===== src/rtl/thss_pkg.sv =====
// ----------------------------------------------------------------------------
// thss_pkg
// Types, constants and helpers shared by the trace header sync search files.
// ----------------------------------------------------------------------------
package thss_pkg;

  // Width of the nibble position counter (8 to 32).
  localparam int POSITION_BITS = 16;
  localparam int OFFSET_BITS   = 16;

  localparam logic [3:0] NIBBLE_ZERO  = 4'h0;
  localparam logic [3:0] MASTER_OP    = 4'h1;
  localparam logic [3:0] CHANNEL_OP   = 4'h3;
  localparam logic [3:0] DATA_OP_MIN  = 4'h4;
  localparam logic [3:0] DATA_OP_MAX  = 4'hB;
  localparam logic [1:0] SKIP_COUNT   = 2'd2;
  localparam logic [1:0] ZERO_RUN     = 2'd3;

  typedef enum logic [6:0] {
    PH_ZERO    = 7'b0000001,
    PH_OPCODE  = 7'b0000010,
    PH_MSKIP   = 7'b0000100,
    PH_CHANNEL = 7'b0001000,
    PH_CSKIP   = 7'b0010000,
    PH_DATA    = 7'b0100000,
    PH_FOUND   = 7'b1000000
  } phase_t;

  typedef struct packed {
    logic [3:0] nibble;
    logic       restart;
  } in_item_t;

  typedef struct packed {
    logic                   hdr_found;
    logic [OFFSET_BITS-1:0] header_offset;
    logic [3:0]             data_opcode;
  } out_item_t;

  typedef struct packed {
    phase_t                   phase;
    logic [1:0]               zeros_seen;
    logic [1:0]               nibbles_to_skip;
    logic [POSITION_BITS-1:0] position;
    logic [POSITION_BITS-1:0] start_offset;
    logic [3:0]               found_opcode;
  } search_state_t;

  function automatic logic is_data_opcode(logic [3:0] c);
    return c inside {[DATA_OP_MIN:DATA_OP_MAX]};
  endfunction

endpackage


===== src/rtl/trace_header_sync_search_unit.sv =====
// ----------------------------------------------------------------------------
// trace_header_sync_search_unit
// Nibble-serial search for a trace packet header with a held result.
// ----------------------------------------------------------------------------
// Usage:
//   in channel  : in_valid / in_stall / in_item (nibble, restart). One item per
//                 nibble of the trace stream, in search order.
//   out channel : out_valid / out_stall / out_item (hdr_found,
//                 header_offset, data_opcode). Exactly one result item per
//                 input item, in order.
//   wr_en/wr_data: writes skip_zero_hunt; write only while the block is idle.
// Path: an accepted item is held in the input register, stepped through the
//   search logic, and moves to the result register when that register is
//   empty or being drained; out_valid shows it from then on.
// Throughput: one item per cycle while out_stall is low; the search step is a
//   single pass of small state logic between the input and result registers.
// Stall: a result waiting under out_stall keeps one more item parked in the
//   input register; only then does in_stall rise.
// Reset: rst (synchronous) empties both registers, clears the search state
//   and position, and clears skip_zero_hunt.
// ----------------------------------------------------------------------------
module trace_header_sync_search_unit (
  input  logic                clk,
  input  logic                rst,
  input  logic                wr_en,
  input  logic                wr_data,
  input  logic                in_valid,
  output logic                in_stall,
  input  thss_pkg::in_item_t  in_item,
  output logic                out_valid,
  input  logic                out_stall,
  output thss_pkg::out_item_t out_item
);
  import thss_pkg::*;

  logic          skip_zero_hunt;

  // input register
  logic          s1_valid;
  in_item_t      s1_item;

  // search state, advanced only when an item moves to the result register
  search_state_t state;
  search_state_t state_next;
  out_item_t     result_next;

  logic          advance;
  logic          take_in;

  // s1 moves on whenever the result register is empty or being drained
  assign advance  = s1_valid && (!out_valid || !out_stall);
  assign in_stall = s1_valid && !advance;
  assign take_in  = in_valid && !in_stall;

  thss_step u_step (
    .cur            (state),
    .item           (s1_item),
    .skip_zero_hunt (skip_zero_hunt),
    .nxt            (state_next),
    .result         (result_next)
  );

  always_ff @(posedge clk) begin
    if (rst) begin
      skip_zero_hunt <= 1'b0;
    end else if (wr_en) begin
      skip_zero_hunt <= wr_data;
    end
  end

  always_ff @(posedge clk) begin
    if (rst) begin
      s1_valid <= 1'b0;
    end else if (take_in) begin
      s1_valid <= 1'b1;
    end else if (advance) begin
      s1_valid <= 1'b0;
    end
  end

  always_ff @(posedge clk) begin
    if (take_in) begin
      s1_item <= in_item;
    end
  end

  always_ff @(posedge clk) begin
    if (rst) begin
      state.phase           <= PH_ZERO;
      state.zeros_seen      <= '0;
      state.nibbles_to_skip <= '0;
      state.position        <= '0;
      state.start_offset    <= '0;
      state.found_opcode    <= '0;
    end else if (advance) begin
      state <= state_next;
    end
  end

  always_ff @(posedge clk) begin
    if (rst) begin
      out_valid <= 1'b0;
    end else if (advance) begin
      out_valid <= 1'b1;
    end else if (!out_stall) begin
      out_valid <= 1'b0;
    end
  end

  always_ff @(posedge clk) begin
    if (advance) begin
      out_item <= result_next;
    end
  end

endmodule


===== src/rtl/thss_step.sv =====
// ----------------------------------------------------------------------------
// thss_step
// One search step: next search state and result for one nibble.
// ----------------------------------------------------------------------------
module thss_step (
  input  thss_pkg::search_state_t cur,
  input  thss_pkg::in_item_t      item,
  input  logic                    skip_zero_hunt,
  output thss_pkg::search_state_t nxt,
  output thss_pkg::out_item_t     result
);
  import thss_pkg::*;

  phase_t     eff;
  logic       brk;
  logic [1:0] zs;
  logic [1:0] nts;
  logic [31:0] off_wide;

  always_comb begin
    nxt      = cur;
    brk      = 1'b0;
    eff      = cur.phase;
    zs       = cur.zeros_seen;
    nts      = cur.nibbles_to_skip;
    if (item.restart) begin
      nxt.phase           = PH_ZERO;
      nxt.zeros_seen      = '0;
      nxt.nibbles_to_skip = '0;
      nxt.position        = '0;
      nxt.start_offset    = '0;
      nxt.found_opcode    = '0;
    end else if (cur.phase != PH_FOUND) begin
      // illegal codes fall back to zero hunt
      if (!(cur.phase inside {PH_OPCODE, PH_MSKIP, PH_CHANNEL, PH_CSKIP, PH_DATA})) begin
        eff = PH_ZERO;
      end
      if (skip_zero_hunt && eff == PH_ZERO) begin
        eff = PH_OPCODE;
      end
      nxt.phase = eff;
      case (eff)
        PH_ZERO: begin
          if (item.nibble == NIBBLE_ZERO) begin
            if (zs < ZERO_RUN) begin
              zs = zs + 2'd1;
            end
            nxt.zeros_seen = zs;
            if (zs >= ZERO_RUN) begin
              nxt.phase = PH_OPCODE;
            end
          end else begin
            brk = 1'b1;
          end
        end
        PH_OPCODE: begin
          if (item.nibble != NIBBLE_ZERO) begin
            nxt.start_offset = cur.position;
            if (item.nibble == MASTER_OP) begin
              nxt.phase           = PH_MSKIP;
              nxt.nibbles_to_skip = SKIP_COUNT;
            end else if (item.nibble == CHANNEL_OP) begin
              nxt.phase           = PH_CSKIP;
              nxt.nibbles_to_skip = SKIP_COUNT;
            end else if (is_data_opcode(item.nibble)) begin
              nxt.phase        = PH_FOUND;
              nxt.found_opcode = item.nibble;
            end else begin
              brk = 1'b1;
            end
          end
        end
        PH_MSKIP, PH_CSKIP: begin
          if (nts != 2'd0) begin
            nts = nts - 2'd1;
          end
          nxt.nibbles_to_skip = nts;
          if (nts == 2'd0) begin
            nxt.phase = (eff == PH_MSKIP) ? PH_CHANNEL : PH_DATA;
          end
        end
        PH_CHANNEL: begin
          if (item.nibble == CHANNEL_OP) begin
            nxt.phase           = PH_CSKIP;
            nxt.nibbles_to_skip = SKIP_COUNT;
          end else begin
            brk = 1'b1;
          end
        end
        PH_DATA: begin
          if (is_data_opcode(item.nibble)) begin
            nxt.phase        = PH_FOUND;
            nxt.found_opcode = item.nibble;
          end else begin
            brk = 1'b1;
          end
        end
        default: begin
          brk = 1'b1;
        end
      endcase
      if (brk) begin
        nxt.phase           = PH_ZERO;
        nxt.zeros_seen      = '0;
        nxt.start_offset    = '0;
        nxt.nibbles_to_skip = '0;
      end
      // saturating position
      if (cur.position != '1) begin
        nxt.position = cur.position + 1'b1;
      end
    end
  end

  assign off_wide = 32'(nxt.start_offset);

  always_comb begin
    if (nxt.phase == PH_FOUND) begin
      result.hdr_found     = 1'b1;
      result.header_offset = off_wide[OFFSET_BITS-1:0];
      result.data_opcode   = nxt.found_opcode;
    end else begin
      result = '0;
    end
  end

endmodule


===== config.mk =====
export PLATFORM = sky130hd
export DESIGN_NAME = trace_header_sync_search_unit
export DESIGN_NICKNAME = d
export VERILOG_FILES = /design/src/rtl/thss_pkg.sv /design/src/rtl/trace_header_sync_search_unit.sv /design/src/rtl/thss_step.sv
export SDC_FILE = /design/constraint.sdc
export NUM_CORES = 1
export LEC_CHECK = 0
export ABC_AREA = 1
export BUFFER_PORTS_ARGS = -buffer_cell sky130_fd_sc_hd__buf_2
export CORE_ASPECT_RATIO = 1.25
export CORE_MARGIN = 4
export CORE_UTILIZATION = 50
export DETAILED_ROUTE_END_ITERATION = 8
export PLACE_DENSITY = 0.79
export SYNTH_ARGS = -nofsm -noshare
export SYNTH_HDL_FRONTEND = slang
export SYNTH_SLANG_ARGS = --single-unit
export TNS_END_PERCENT = 20

===== constraint.sdc =====
create_clock -name clk -period 3 [get_ports clk]
set_clock_uncertainty 0.15 [all_clocks]
set_input_delay 0.9 -clock clk [delete_from_list [all_inputs] [get_ports clk]]
set_output_delay 0.9 -clock clk [all_outputs]
set_load 0.1 [all_outputs]

==> results.ini <==
[worst_setup_path]
startpoint = out_stall
reg2reg_slack_ns = 0.60
crit_type = input pin to output port
cpMaxStageDelayCell = buf_2
cp_slowest_stage_delay_ns = 0.43
reg2reg_from = s1_item[4]
worstPathRequired_ns = 1.95
rr_endpoint = out_item[4]
arrival_ns = 1.63
critPathMostFrequentCell = buf_2
start_kind = input pin
path_cells = buf_2 > nand2_1 > nor2_4 > buf_2
cp-end-kind = output port
reg2reg_depth = 10
cp-endpoint = in_stall
cp_max_fo = 3

[sta]
setup_violations = 0
rsz0062_at_grt = no
slew_violations = 0
worst_pin_slew_ns = 0.607
clock.fmax_mhz = 374
min_period_ns = 2.68
relSlewSlack_pct = 59.5
tns_ns = 0
period_share_pct = 89.2
finalHoldViolCount = 0

[synth]
ys_seq_elements = 76
avgSynthCellArea_um2 = 6.91
async_flop_share_pct = 0
synth-edff-count = 26
synthCells = 652
ys_types = 39
yosysSeqAreaShare_pct = 39.6
synth_area_mm2 = 0.00450
synthFlopType = dfxtp_1
synth_warnings = 0
synth.net_count = 665

[clocking]
ctsResizeCount = 0
numCtsBuffers = 9
cts_sinks = 76
cts_htree_levels = 3
clk_pin_slew_worst_paths_ns = 0.07
clk_latency_ns = 0.36
cts_root_buffer = clkbuf_8
cts_hold_buf = 0
cts_tree = yes
clockBufferDepth = 2
cts_setup_buffers = 0

[floorplanning]
dieArea_mm2 = 0.0106
fp.coreArea_mm2 = 0.00875
start_util_pct = 51.5
fp.dieW_um = 92.9
pin_count = 34
rows = 38
die_h_um = 114

[detailed_routing]
postRouteAntennaNets = 0
drt_iter0_drc = 290
route.detailed.drc = 0
avgRoutedWirePerCell_um = 13.5
via_count = 4325
via_per_inst = 5.37
wl_mm = 10.9
first_pass_iters = 5

[global_routing]
grt_usage_pct = 21.1
antenna_found_initial = 0
grt_pass1_wl_mm = 18.1
grt_start_max_net_pins = 53
grt_overflow = 0
grt_pass1_vias = 4172

[power]
p_sw_uw = 745
powerDensity_mw_per_mm2 = 477
p_clk_share_pct = 33.3
internal_power_mw = 1.62
p_comb_share_pct = 18.4
leakagePower_nw = 2.02
power_mw = 2.37
p_seq_share_pct = 48.4
peakVddDrop_mv = 0.178
switching_share_pct = 31.5

[placement]
gp_congestion = 0.891
port_buffers = 33
hpwlAfterDp_mm = 7.43

[layout]
drive_gt1_share_pct = 14.9
syn2layout_area_growth_pct = 10.2
regArea_mm2 = 0.00178
diodes = 0
layout.nets = 694
nFillCells = 827
multiInputGateArea_mm2 = 0.00225

[run]
drv_cap = 0

[hold_path]
hold_path_class = flip-flop to flip-flop

[run_status]
status = finished clean

## cell families (layout without fill, tap and decap cells)
kind of cell | count (synthesis) | after routing | synth area share, %
xor gates and xnor gates | 3 | 3 | 0.584
AOI/OAI and AO/OA | 132 | 132 | 15.4
and+or+nand+nor | 321 | 321 | 33.0
adders and majority gates | 2 | 2 | 0.556
DFF | 76 | 76 | 39.6
buffers and inverters | 118 | 152 | 10.8
## worst max-delay path: cells and delay by family
kind / cells / cell delay [ns]
and+or+nand+nor: 2 / 0.21
buffers and inverters: 2 / 0.52
## state kept, by name, summed over array words and instances (netlist names)
register and cells:
state 47, out_item 21, s1_item 5, out_valid 1
s1_valid 1, skip_zero_hunt 1
## Yosys cell counts, types with 5 or more instances
cell type	instances	area, µm²
o21ai_0	55	275
nor3_1	16	80.1
o21ai_1	13	65.1
nand4_1	7	43.8
edfxtp_1	26	781
buf_2	7	35.0
clkbuf_1	11	41.3
nand3_1	29	145
nor2_1	71	267
nand2_1	171	642
nor2_2	5	31.3
dfxtp_1	50	1000
inv_2	14	52.6
a21oi_1	53	265
nand2_4	5	56.3
inv_1	78	293
## metrics by stage
step	utilization, %	worst slack, ns	cells	instance area, µm²	hold slack (ns)
global placement	54.5	0.352	790	4770	0.295
floorplan	-	0.212	652	4510	0.286
detailed placement	54.5	0.329	790	4770	0.318
CTS	56.7	0.330	806	4960	0.328
finish	56.7	0.323	806	4960	0.327
global route	56.7	0.311	806	4960	0.357
## metal layers
| metal | GRT usage [%] | vias up | part of all wire [%] |
|---|---|---|---|
| li1 | - | 2155 | - |
| met1 | 22.4 | 1999 | 40 |
| met2 | 39.3 | 145 | 52 |
| met3 | 3.35 | 26 | 5.3 |
| met4 | 11.4 | 0 | 2.6 |
| met5 | 0 | - | 0 |
## layout by cell type, fill, tap and decap left out, types with 2 or more instances in the layout
cell type  synthesis  layout
nor3_1            16      16
clkbuf_8           0      10
o211ai_1           3       3
nand3_4            2       2
dfxtp_1           50      50
nand2_2            3       3
o21ai_0           55      55
inv_2             14      14
nand2_1          171     171
nand2_4            5       5
clkinv_1           1       2
buf_4              0       8
edfxtp_1          26      26
o22ai_1            2       2
nor2_2             5       5
xor2_1             3       3
nor2_4             2       4
o21ai_1           13      13
clkbuf_1          11       2
nand3_1           29      29
nand4_1            7       7
inv_1             78      78
buf_2              7      33
nand3_2            3       3
nand4_2            2       2
a21oi_1           53      53
nor2_1            71      69
nor2_8             3       3
ha_1               2       2
## worst min-delay path by stage
stage	start	end	slack, ns	cells past startpoint
detailed placement	state[38]	state[38]	0.32	2
CTS	state[38]	state[38]	0.33	2
floorplan	state[38]	state[38]	0.29	2
global route	state[20]	state[20]	0.36	2
finish	state[38]	state[38]	0.33	2
global placement	state[38]	state[38]	0.30	2
## power by group through the flow
stage	sequential, mW	combinational (mW)	clock (mW)
6_report	1.15	0.435	0.788
5_1_grt	1.15	0.477	0.836
3_3_place_gp	1.17	0.420	0
4_1_cts	1.14	0.434	0.793
2_1_floorplan	1.26	0.255	0
3_5_place_dp	1.17	0.432	0
## cell type report
class | count | share of cell area (%)
clock buffers | 12 | 2.92
clock inverters | 4 | 1.01
inverters | 95 | 7.31
multi-input cells | 458 | 45.3
flip-flops and latches | 76 | 35.9
well taps | 120 | 3.02
repair buffers | 41 | 4.54
Power figures use the tool's default switching activity.
